--- src/cilc_pkg.sv ---
// Shared types and codes for the C integer literal classifier.
// No dependencies.
package cilc_pkg;

    localparam int RESULT_VALUE_BITS = 64;

    typedef enum logic [1:0] {
        BASE_DEC,
        BASE_OCT,
        BASE_HEX,
        BASE_BIN
    } base_t;

    typedef enum logic [1:0] {
        PH_START,
        PH_ZERO,
        PH_DIGITS,
        PH_SUFFIX
    } phase_t;

    typedef enum logic [3:0] {
        SF_NONE,
        SF_U,
        SF_L1,
        SF_L1UP,
        SF_LL,
        SF_ULO,
        SF_UUP,
        SF_DONE,
        SF_DEAD
    } suffix_t;

    localparam logic [1:0] TYPE_INT32  = 2'd0;
    localparam logic [1:0] TYPE_UINT32 = 2'd1;
    localparam logic [1:0] TYPE_INT64  = 2'd2;
    localparam logic [1:0] TYPE_UINT64 = 2'd3;

    localparam logic [1:0] STATUS_OK       = 2'd0;
    localparam logic [1:0] STATUS_NOT_INT  = 2'd1;
    localparam logic [1:0] STATUS_OVERFLOW = 2'd2;

    typedef struct packed {
        logic [RESULT_VALUE_BITS-1:0] literal_value;
        logic [1:0]                   type_code;
        logic [1:0]                   status;
    } result_t;

endpackage

--- src/c_integer_literal_classifier_top.sv ---
// A last character's result is registered once the result register is free.
// Throughput: one character item per cycle; a last one waits while the output stalls.
// Characters without tlast give no result; the scanner returns to token start
// after each last character.
// Reset: rst_n asynchronous, active low; clears scan state and valid flags.
module c_integer_literal_classifier_top
    import cilc_pkg::*;
#(
    parameter int VALUE_BITS = 64
)
(
    input  logic        clk,
    input  logic        rst_n,
    input  logic        s_tvalid,
    output logic        s_tready,
    input  logic [7:0]  s_tdata,   // [7:0] char_code
    input  logic        s_tlast,   // last_char
    output logic        m_tvalid,
    input  logic        m_tready,
    output logic [71:0] m_tdata    // [63:0] literal_value, [65:64] type_code,
                                   // [67:66] status, [71:68] zero
);

    logic    res_valid;
    result_t res;
    logic    out_free;
    result_t out_res;

    cilc_scan #(
        .VALUE_BITS (VALUE_BITS)
    ) u_scan (
        .clk       (clk),
        .rst_n     (rst_n),
        .in_valid  (s_tvalid),
        .in_ready  (s_tready),
        .in_char   (s_tdata),
        .in_last   (s_tlast),
        .out_free  (out_free),
        .res_valid (res_valid),
        .res       (res)
    );

    cilc_out u_out (
        .clk       (clk),
        .rst_n     (rst_n),
        .res_valid (res_valid),
        .res       (res),
        .out_free  (out_free),
        .out_valid (m_tvalid),
        .out_ready (m_tready),
        .out_res   (out_res)
    );

    assign m_tdata = {4'b0000, out_res.status, out_res.type_code, out_res.literal_value};

endmodule

--- src/cilc_scan.sv ---
// Input register, token scan state, result decode: one char per unstalled cycle.
// Depends on cilc_pkg.
module cilc_scan
    import cilc_pkg::*;
#(
    parameter int VALUE_BITS = 64
)
(
    input  logic       clk,
    input  logic       rst_n,
    input  logic       in_valid,
    output logic       in_ready,
    input  logic [7:0] in_char,
    input  logic       in_last,
    input  logic       out_free,
    output logic       res_valid,
    output result_t    res
);

    localparam int WIDE = VALUE_BITS + 4;

    localparam logic [7:0] CH_0     = 8'h30;
    localparam logic [7:0] CH_9     = 8'h39;
    localparam logic [7:0] CH_UA    = 8'h41;
    localparam logic [7:0] CH_UB    = 8'h42;
    localparam logic [7:0] CH_UF    = 8'h46;
    localparam logic [7:0] CH_UL    = 8'h4C;
    localparam logic [7:0] CH_UU    = 8'h55;
    localparam logic [7:0] CH_UX    = 8'h58;
    localparam logic [7:0] CH_LA    = 8'h61;
    localparam logic [7:0] CH_LB    = 8'h62;
    localparam logic [7:0] CH_LF    = 8'h66;
    localparam logic [7:0] CH_LL    = 8'h6C;
    localparam logic [7:0] CH_LU    = 8'h75;
    localparam logic [7:0] CH_LX    = 8'h78;
    localparam logic [4:0] NO_DIGIT = 5'd16;

    function automatic logic [4:0] digit_value(input logic [7:0] c);
        logic [4:0] d;
        d = NO_DIGIT;
        if (c >= CH_0 && c <= CH_9)
        begin
            d = 5'(c - CH_0);
        end
        else if (c >= CH_LA && c <= CH_LF)
        begin
            d = 5'(c - CH_LA) + 5'd10;
        end
        else if (c >= CH_UA && c <= CH_UF)
        begin
            d = 5'(c - CH_UA) + 5'd10;
        end
        return d;
    endfunction

    function automatic logic [4:0] radix_of(input base_t b);
        logic [4:0] r;
        unique case (b)
            BASE_DEC: r = 5'd10;
            BASE_OCT: r = 5'd8;
            BASE_HEX: r = 5'd16;
            BASE_BIN: r = 5'd2;
        endcase
        return r;
    endfunction

    function automatic suffix_t suffix_next(input suffix_t s, input logic [7:0] c);
        logic    isu;
        suffix_t n;
        isu = (c == CH_LU) || (c == CH_UU);
        n   = SF_DEAD;
        unique case (s)
            SF_NONE:
            begin
                if (isu)              n = SF_U;
                else if (c == CH_LL)  n = SF_L1;
                else if (c == CH_UL)  n = SF_L1UP;
            end
            SF_U:
            begin
                if (c == CH_LL)       n = SF_ULO;
                else if (c == CH_UL)  n = SF_UUP;
            end
            SF_L1:
            begin
                if (c == CH_LL)       n = SF_LL;
                else if (isu)         n = SF_DONE;
            end
            SF_L1UP:
            begin
                if (c == CH_UL)       n = SF_LL;
                else if (isu)         n = SF_DONE;
            end
            SF_LL:
            begin
                if (isu)              n = SF_DONE;
            end
            SF_ULO:
            begin
                if (c == CH_LL)       n = SF_DONE;
            end
            SF_UUP:
            begin
                if (c == CH_UL)       n = SF_DONE;
            end
            default:
            begin
                n = SF_DEAD;
            end
        endcase
        return n;
    endfunction

    function automatic logic [1:0] pick_type(input suffix_t s, input base_t b,
                                             input logic [63:0] v);
        logic       u;
        logic       l;
        logic [1:0] t;
        u = (s == SF_U) || (s == SF_ULO) || (s == SF_UUP) || (s == SF_DONE);
        l = (s != SF_NONE) && (s != SF_U) && (s != SF_DEAD);
        priority if (l && u)
            t = TYPE_UINT64;
        else if (b == BASE_DEC && l)
            t = TYPE_INT64;
        else if (u)
            t = (|v[63:32]) ? TYPE_UINT64 : TYPE_UINT32;
        else if (b == BASE_DEC)
            t = (|v[63:31]) ? TYPE_INT64 : TYPE_INT32;
        else if (l)
            t = v[63] ? TYPE_UINT64 : TYPE_INT64;
        else if (v[63])
            t = TYPE_UINT64;
        else if (|v[62:32])
            t = TYPE_INT64;
        else if (v[31])
            t = TYPE_UINT32;
        else
            t = TYPE_INT32;
        return t;
    endfunction

    // input stage
    logic       item_valid_reg;
    logic [7:0] char_reg;
    logic       last_reg;
    logic       fire;

    // scan state
    logic [VALUE_BITS-1:0] acc_reg,    acc_next;
    base_t                 base_reg,   base_next;
    phase_t                phase_reg,  phase_next;
    suffix_t               suffix_reg, suffix_next_s;
    logic                  seen_reg,   seen_next;
    logic                  ovf_reg,    ovf_next;

    base_t            eff_base;
    logic [4:0]       dv;
    logic             digit_ok;
    logic [WIDE-1:0]  acc_wide;
    logic [WIDE-1:0]  mul;
    logic [WIDE-1:0]  sum;
    logic             ovf_step;
    logic             take_digit;
    logic             to_suffix;

    assign fire     = item_valid_reg && (!last_reg || out_free);
    assign in_ready = !item_valid_reg || fire;

    always_ff @(posedge clk or negedge rst_n)
    begin
        if (!rst_n)
        begin
            item_valid_reg <= 1'b0;
        end
        else if (in_valid && in_ready)
        begin
            item_valid_reg <= 1'b1;
        end
        else if (fire)
        begin
            item_valid_reg <= 1'b0;
        end
    end

    always_ff @(posedge clk)
    begin
        if (in_valid && in_ready)
        begin
            char_reg <= in_char;
            last_reg <= in_last;
        end
    end

    // digit datapath: acc * radix + digit, with carry-out as overflow
    always_comb
    begin
        eff_base = (phase_reg == PH_START) ? BASE_DEC : base_reg;
        dv       = digit_value(char_reg);
        digit_ok = dv < radix_of(eff_base);
        acc_wide = WIDE'(acc_reg);
        unique case (eff_base)
            BASE_DEC: mul = (acc_wide << 3) + (acc_wide << 1);
            BASE_OCT: mul = acc_wide << 3;
            BASE_HEX: mul = acc_wide << 4;
            BASE_BIN: mul = acc_wide << 1;
        endcase
        sum      = mul + WIDE'(dv);
        ovf_step = |sum[WIDE-1:VALUE_BITS];
    end

    // next state
    always_comb
    begin
        acc_next      = acc_reg;
        base_next     = base_reg;
        phase_next    = phase_reg;
        suffix_next_s = suffix_reg;
        seen_next     = seen_reg;
        ovf_next      = ovf_reg;
        take_digit    = 1'b0;
        to_suffix     = 1'b0;
        unique case (phase_reg)
            PH_START:
            begin
                if (char_reg == CH_0)
                begin
                    base_next  = BASE_OCT;
                    acc_next   = '0;
                    seen_next  = 1'b1;
                    phase_next = PH_ZERO;
                end
                else
                begin
                    base_next = BASE_DEC;
                    if (digit_ok)
                    begin
                        take_digit = 1'b1;
                        phase_next = PH_DIGITS;
                    end
                    else
                    begin
                        to_suffix = 1'b1;
                    end
                end
            end
            PH_ZERO:
            begin
                if (char_reg == CH_LX || char_reg == CH_UX)
                begin
                    base_next  = BASE_HEX;
                    seen_next  = 1'b0;
                    phase_next = PH_DIGITS;
                end
                else if (char_reg == CH_LB || char_reg == CH_UB)
                begin
                    base_next  = BASE_BIN;
                    seen_next  = 1'b0;
                    phase_next = PH_DIGITS;
                end
                else if (digit_ok)
                begin
                    take_digit = 1'b1;
                    phase_next = PH_DIGITS;
                end
                else
                begin
                    to_suffix = 1'b1;
                end
            end
            PH_DIGITS:
            begin
                if (digit_ok)
                begin
                    take_digit = 1'b1;
                end
                else
                begin
                    to_suffix = 1'b1;
                end
            end
            PH_SUFFIX:
            begin
                to_suffix = 1'b1;
            end
        endcase
        if (take_digit)
        begin
            acc_next  = sum[VALUE_BITS-1:0];
            ovf_next  = ovf_reg || ovf_step;
            seen_next = 1'b1;
        end
        if (to_suffix)
        begin
            suffix_next_s = suffix_next(suffix_reg, char_reg);
            phase_next    = PH_SUFFIX;
        end
    end

    // result decode
    always_comb
    begin
        res_valid = fire && last_reg;
        if (!seen_next || suffix_next_s == SF_DEAD)
        begin
            res.literal_value = '0;
            res.type_code     = TYPE_INT32;
            res.status        = STATUS_NOT_INT;
        end
        else if (ovf_next)
        begin
            res.literal_value = RESULT_VALUE_BITS'(acc_next);
            res.type_code     = TYPE_UINT64;
            res.status        = STATUS_OVERFLOW;
        end
        else
        begin
            res.literal_value = RESULT_VALUE_BITS'(acc_next);
            res.type_code     = pick_type(suffix_next_s, base_next,
                                          RESULT_VALUE_BITS'(acc_next));
            res.status        = STATUS_OK;
        end
    end

    always_ff @(posedge clk or negedge rst_n)
    begin
        if (!rst_n)
        begin
            acc_reg    <= '0;
            base_reg   <= BASE_DEC;
            phase_reg  <= PH_START;
            suffix_reg <= SF_NONE;
            seen_reg   <= 1'b0;
            ovf_reg    <= 1'b0;
        end
        else if (fire && last_reg)
        begin
            acc_reg    <= '0;
            base_reg   <= BASE_DEC;
            phase_reg  <= PH_START;
            suffix_reg <= SF_NONE;
            seen_reg   <= 1'b0;
            ovf_reg    <= 1'b0;
        end
        else if (fire)
        begin
            acc_reg    <= acc_next;
            base_reg   <= base_next;
            phase_reg  <= phase_next;
            suffix_reg <= suffix_next_s;
            seen_reg   <= seen_next;
            ovf_reg    <= ovf_next;
        end
    end

endmodule

--- src/cilc_out.sv ---
// Result register and output handshake.
// Depends on cilc_pkg.
module cilc_out
    import cilc_pkg::*;
(
    input  logic    clk,
    input  logic    rst_n,
    input  logic    res_valid,
    input  result_t res,
    output logic    out_free,
    output logic    out_valid,
    input  logic    out_ready,
    output result_t out_res
);

    logic    valid_reg;
    result_t res_reg;

    assign out_free  = !valid_reg || out_ready;
    assign out_valid = valid_reg;
    assign out_res   = res_reg;

    always_ff @(posedge clk or negedge rst_n)
    begin
        if (!rst_n)
        begin
            valid_reg <= 1'b0;
        end
        else if (res_valid)
        begin
            valid_reg <= 1'b1;
        end
        else if (out_ready)
        begin
            valid_reg <= 1'b0;
        end
    end

    always_ff @(posedge clk)
    begin
        if (res_valid)
        begin
            res_reg <= res;
        end
    end

endmodule

--- config.mk ---
export PLATFORM = sky130hd
export DESIGN_NAME = c_integer_literal_classifier_top
export DESIGN_NICKNAME = d
export VERILOG_FILES = /design/src/cilc_pkg.sv /design/src/c_integer_literal_classifier_top.sv /design/src/cilc_scan.sv /design/src/cilc_out.sv
export SDC_FILE = /design/constraint.sdc
export NUM_CORES = 1
export LEC_CHECK = 0
export ABC_AREA = 1
export BUFFER_PORTS_ARGS = -buffer_cell sky130_fd_sc_hd__buf_2
export CAP_MARGIN = 10
export CORE_ASPECT_RATIO = 1.25
export CORE_MARGIN = 2
export CORE_UTILIZATION = 40
export DETAILED_ROUTE_END_ITERATION = 12
export PLACE_DENSITY_LB_ADDON = 0.05
export SYNTH_ARGS = -nofsm -noshare
export SYNTH_HDL_FRONTEND = slang
export SYNTH_SLANG_ARGS = --single-unit
--- constraint.sdc ---
create_clock -name clk -period 6.9 [get_ports clk]
set_clock_uncertainty 0.1 [all_clocks]
set_input_delay 0.345 -clock clk [delete_from_list [all_inputs] [get_ports clk]]
set_output_delay 0.345 -clock clk [all_outputs]
set_load 0.01 [all_outputs]
==> impl_results.md <==
* Largest net degree at the start of global routing at slightly above 70
* Syn avg cell area at 5.89 µm²
* Total number of vias at roughly 20k
* Drt pass-1 iters at 7
* Gpl congestion at between 1 and 1.5
* #FFs+latches synth at 153
* Delay-heaviest family, CP: simple AND/OR/NAND/NOR gates
* CTS buffer count at 17
* Crit path launch type: register
* First-pass GRT wire length at around 110000 µm
* Least-Margin Pin Slew at roughly 1.2 ns
* Total grt overflow at 0
* Iteration-0 DRC Markers at roughly 1.7k
* Unrepaired setup endpoints after global routing: no
* Syn Inst Count at between 3k and 4k
* Sequential area share after synthesis at around a quarter
* Final cycle utilization of the critical path at 83.3%
* Worst-Skew Late Latency at around 0.45 ns
* Synth unique cells at between 50 and 60
* Util after Layout at 44.2%
* NumNets Final at 3187
* FP Rows at 86
* Post-CTS Hold Buffers at 10
* Die area at roughly 47000 µm²
* Commonest non-fill, non-tap cell in the layout: nand2_1
* Pwr dens at between 100 and 150 nW/µm²
* Via density per instance at about 5.4
* GR Util met2 at 58.4%
* Final WL at 75200 µm
* P_leak at 9.65 nW
* Ant. Diodes at 0
* GR peak layer: met2
* Initial core utilization at just over 40%
* Critical path's most frequent cell: inv_1
* CP Class: register to register
* Drt drc at 0
* Slew headroom at about a fifth
* Placed cell count at between 3k and 4k
* Longest Clk Path Bufs at 2
* CP Depth at 21
* CTS tree: yes
* H-Tree Depth at 4
* Post_cts resized at 0
* Min-delay worst type: primary input to register
* Initial antenna violation count at 0
* Slowest CP cell: nor2_4
* Synth-to-Final Area Change at 8.78%
* Worst Path Max Fanout at 39
* Share of cells above drive strength 1 at 10.2%
* EDFF count, synth at just under 80
* WP buf/inv at 4
* YS warnings at 0
* Sink Count at ~150
* Drt wl/cell at around 20 µm
* GRT met1 Usage at 35.9%
* Post-route antenna net violation count at 0
* Largest register FFs at 68
* Io pins at 87
* FMAX at between 150 and 200 MHz
* Vias in the first global route at 19.3k
* Crit-path cells: inv_1 > ha_1 > o21ai_0 > nand2_1 > nand3_1 > o21ai_0 > or2_2 > a22oi_1 > ha_1 > a21oi_1 > nand4_2 > nand2_2 > nor2_4 > inv_1 > o21ai_0 > inv_1 > nand3_1 > nor2_1 > nand3_1 > nand2_1 > inv_1
* Post-Syn Area at approximately 18000 µm²
* Final setup fails at 0
* Core area at 44100 µm²
* Port bufs at 82
* Worst reg2reg path depth at 21
* Setup TNS at 0 ns
* Postcts setup bufs at 0
* Top FF cell, synth: edfxtp_1
* Max-cap violations at 0
* HPWL Detailed at just over 60000 µm
* Final std cells w/o fill at 3681
* Met3 usage at between 3 and 4%
* Hold Crit Depth at 3
* WP data arrival at 5.96 ns
* Crit-path max cell delay at ~1.1 ns
* Reg clk slew, reported paths at roughly 0.070 ns
* Die Y-Extent at 241 µm
* Status: complete, no violations
* Crit path capture type: register
* Final Hold Fails at 0
* Max-slew violation count at 0
* Clock period minus worst slack at 5.75 ns
* Worst vdd ir at roughly 0.18 mV
* Chip Width at 193 µm
* All-Layer GR Usage at between 30% and 40%
* Fraction of registers with async set/reset at 49.7%
* Worst path required time at around 7.1 ns
* Clk root buf: clkbuf_16
* Most frequent cells in the layout: nand2_1, inv_1, nor2_1
cell usage after synthesis (3+ instances only):
master	n	area [µm²]
nand2_1	1027	3850
inv_1	518	1940
nor2_1	303	1140
nand3_1	249	1250
a21oi_1	95	475
edfxtp_1	77	2310
dfrtp_1	76	1900
ha_1	76	951
o21ai_0	75	375
nand4_1	63	394
nand2_2	57	357
o22ai_1	53	332
nor2_2	46	288
o221ai_1	36	315
buf_2	29	145
nor3_1	28	140
clkbuf_1	25	93.8
inv_2	25	93.8
nand3_2	19	190
a32oi_1	16	140
nor2_4	13	146
nand3b_1	12	90.1
buf_4	10	75.1
clkinv_1	10	37.5
a22oi_1	7	52.6
and2_1	7	43.8
xor2_1	7	61.3
buf_1	6	22.5
buf_6	6	67.6
nor4_1	6	37.5
a211oi_1	5	37.5
nor3_2	5	50.1
o21ai_1	5	25.0
a21oi_2	4	35.0
o211ai_1	4	30.0
o21bai_1	4	30.0
xnor2_1	4	35.0
a31oi_1	3	18.8
nand2_4	3	33.8
or2_2	3	18.8
tightest hold or removal path, cell delays in order:
cell     delay [ns]
buf_2          0.08
nand2_1        0.05
nand2_1        0.05
logic make-up after synthesis:
group	synth area share, %
xor gates and xnor gates	0.538
and+or+nand+nor	45.4
DFF	23.5
other	0.0209
adders and majority gates	5.53
AOI/OAI and AO/OA	11.1
buffers and inverters	13.8
muxes	0.0628
layer usage:
metal,up-vias,wire length [µm],share of wire [%]
li1,9831,-,-
met5,-,0,0
met4,0,5540,7.4
met3,227,3630,4.8
met1,9246,28600,38
met2,736,37400,50
worst paths after layout:
| check | to | from | slack [ns] |
|---|---|---|---|
| setup / recovery | u_out.out_res[3] | u_scan.char_reg[1] | 1.15 |
| hold reg to reg | u_scan.seen_reg | u_scan.seen_reg | 0.41 |
| max in group asynchronous | u_scan.acc_reg[2] | rst_n | 5.26 |
| setup reg to reg | u_out.out_res[3] | u_scan.char_reg[1] | 1.15 |
| min in group asynchronous | u_scan.acc_reg[56] | rst_n | 0.25 |
| hold / removal | u_scan.item_valid_reg | s_tvalid | 0.02 |
through the flow:
step / cell area (µm²) / power, mW / hold slack, ns / setup WS, ns
after global placement: 18800 / 1.49 / 0.181 / 1.43
after global routing: 19500 / 2.58 / 0.0350 / 0.831
after detailed placement: 18800 / 1.50 / 0.182 / 1.30
after CTS: 19500 / 2.48 / 0.0121 / 1.25
after floorplan: 17900 / 1.36 / -0.0506 / 1.89
final: 19500 / 2.48 / 0.0225 / 1.15
power by group:
group	switching [mW]	total, mW	internal [mW]	leakage (nW)
clock network	0.443	0.986	0.542	0.289
registers	0.0371	1.03	0.998	1.80
logic	0.337	0.456	0.118	7.56
total	0.818	2.48	1.66	9.65
layout make-up:
cell class / instances / area (µm²)
Clock buffer: 17 / 425
Clock inverter: 15 / 166
Fill cell: 4926 / 24600
Inverter: 553 / 2080
Multi-Input combinational cell: 2262 / 11300
Sequential cell: 153 / 4210
Tap cell: 572 / 716
Timing Repair Buffer: 109 / 641
Note: power is estimated with default switching activity, not from simulation.
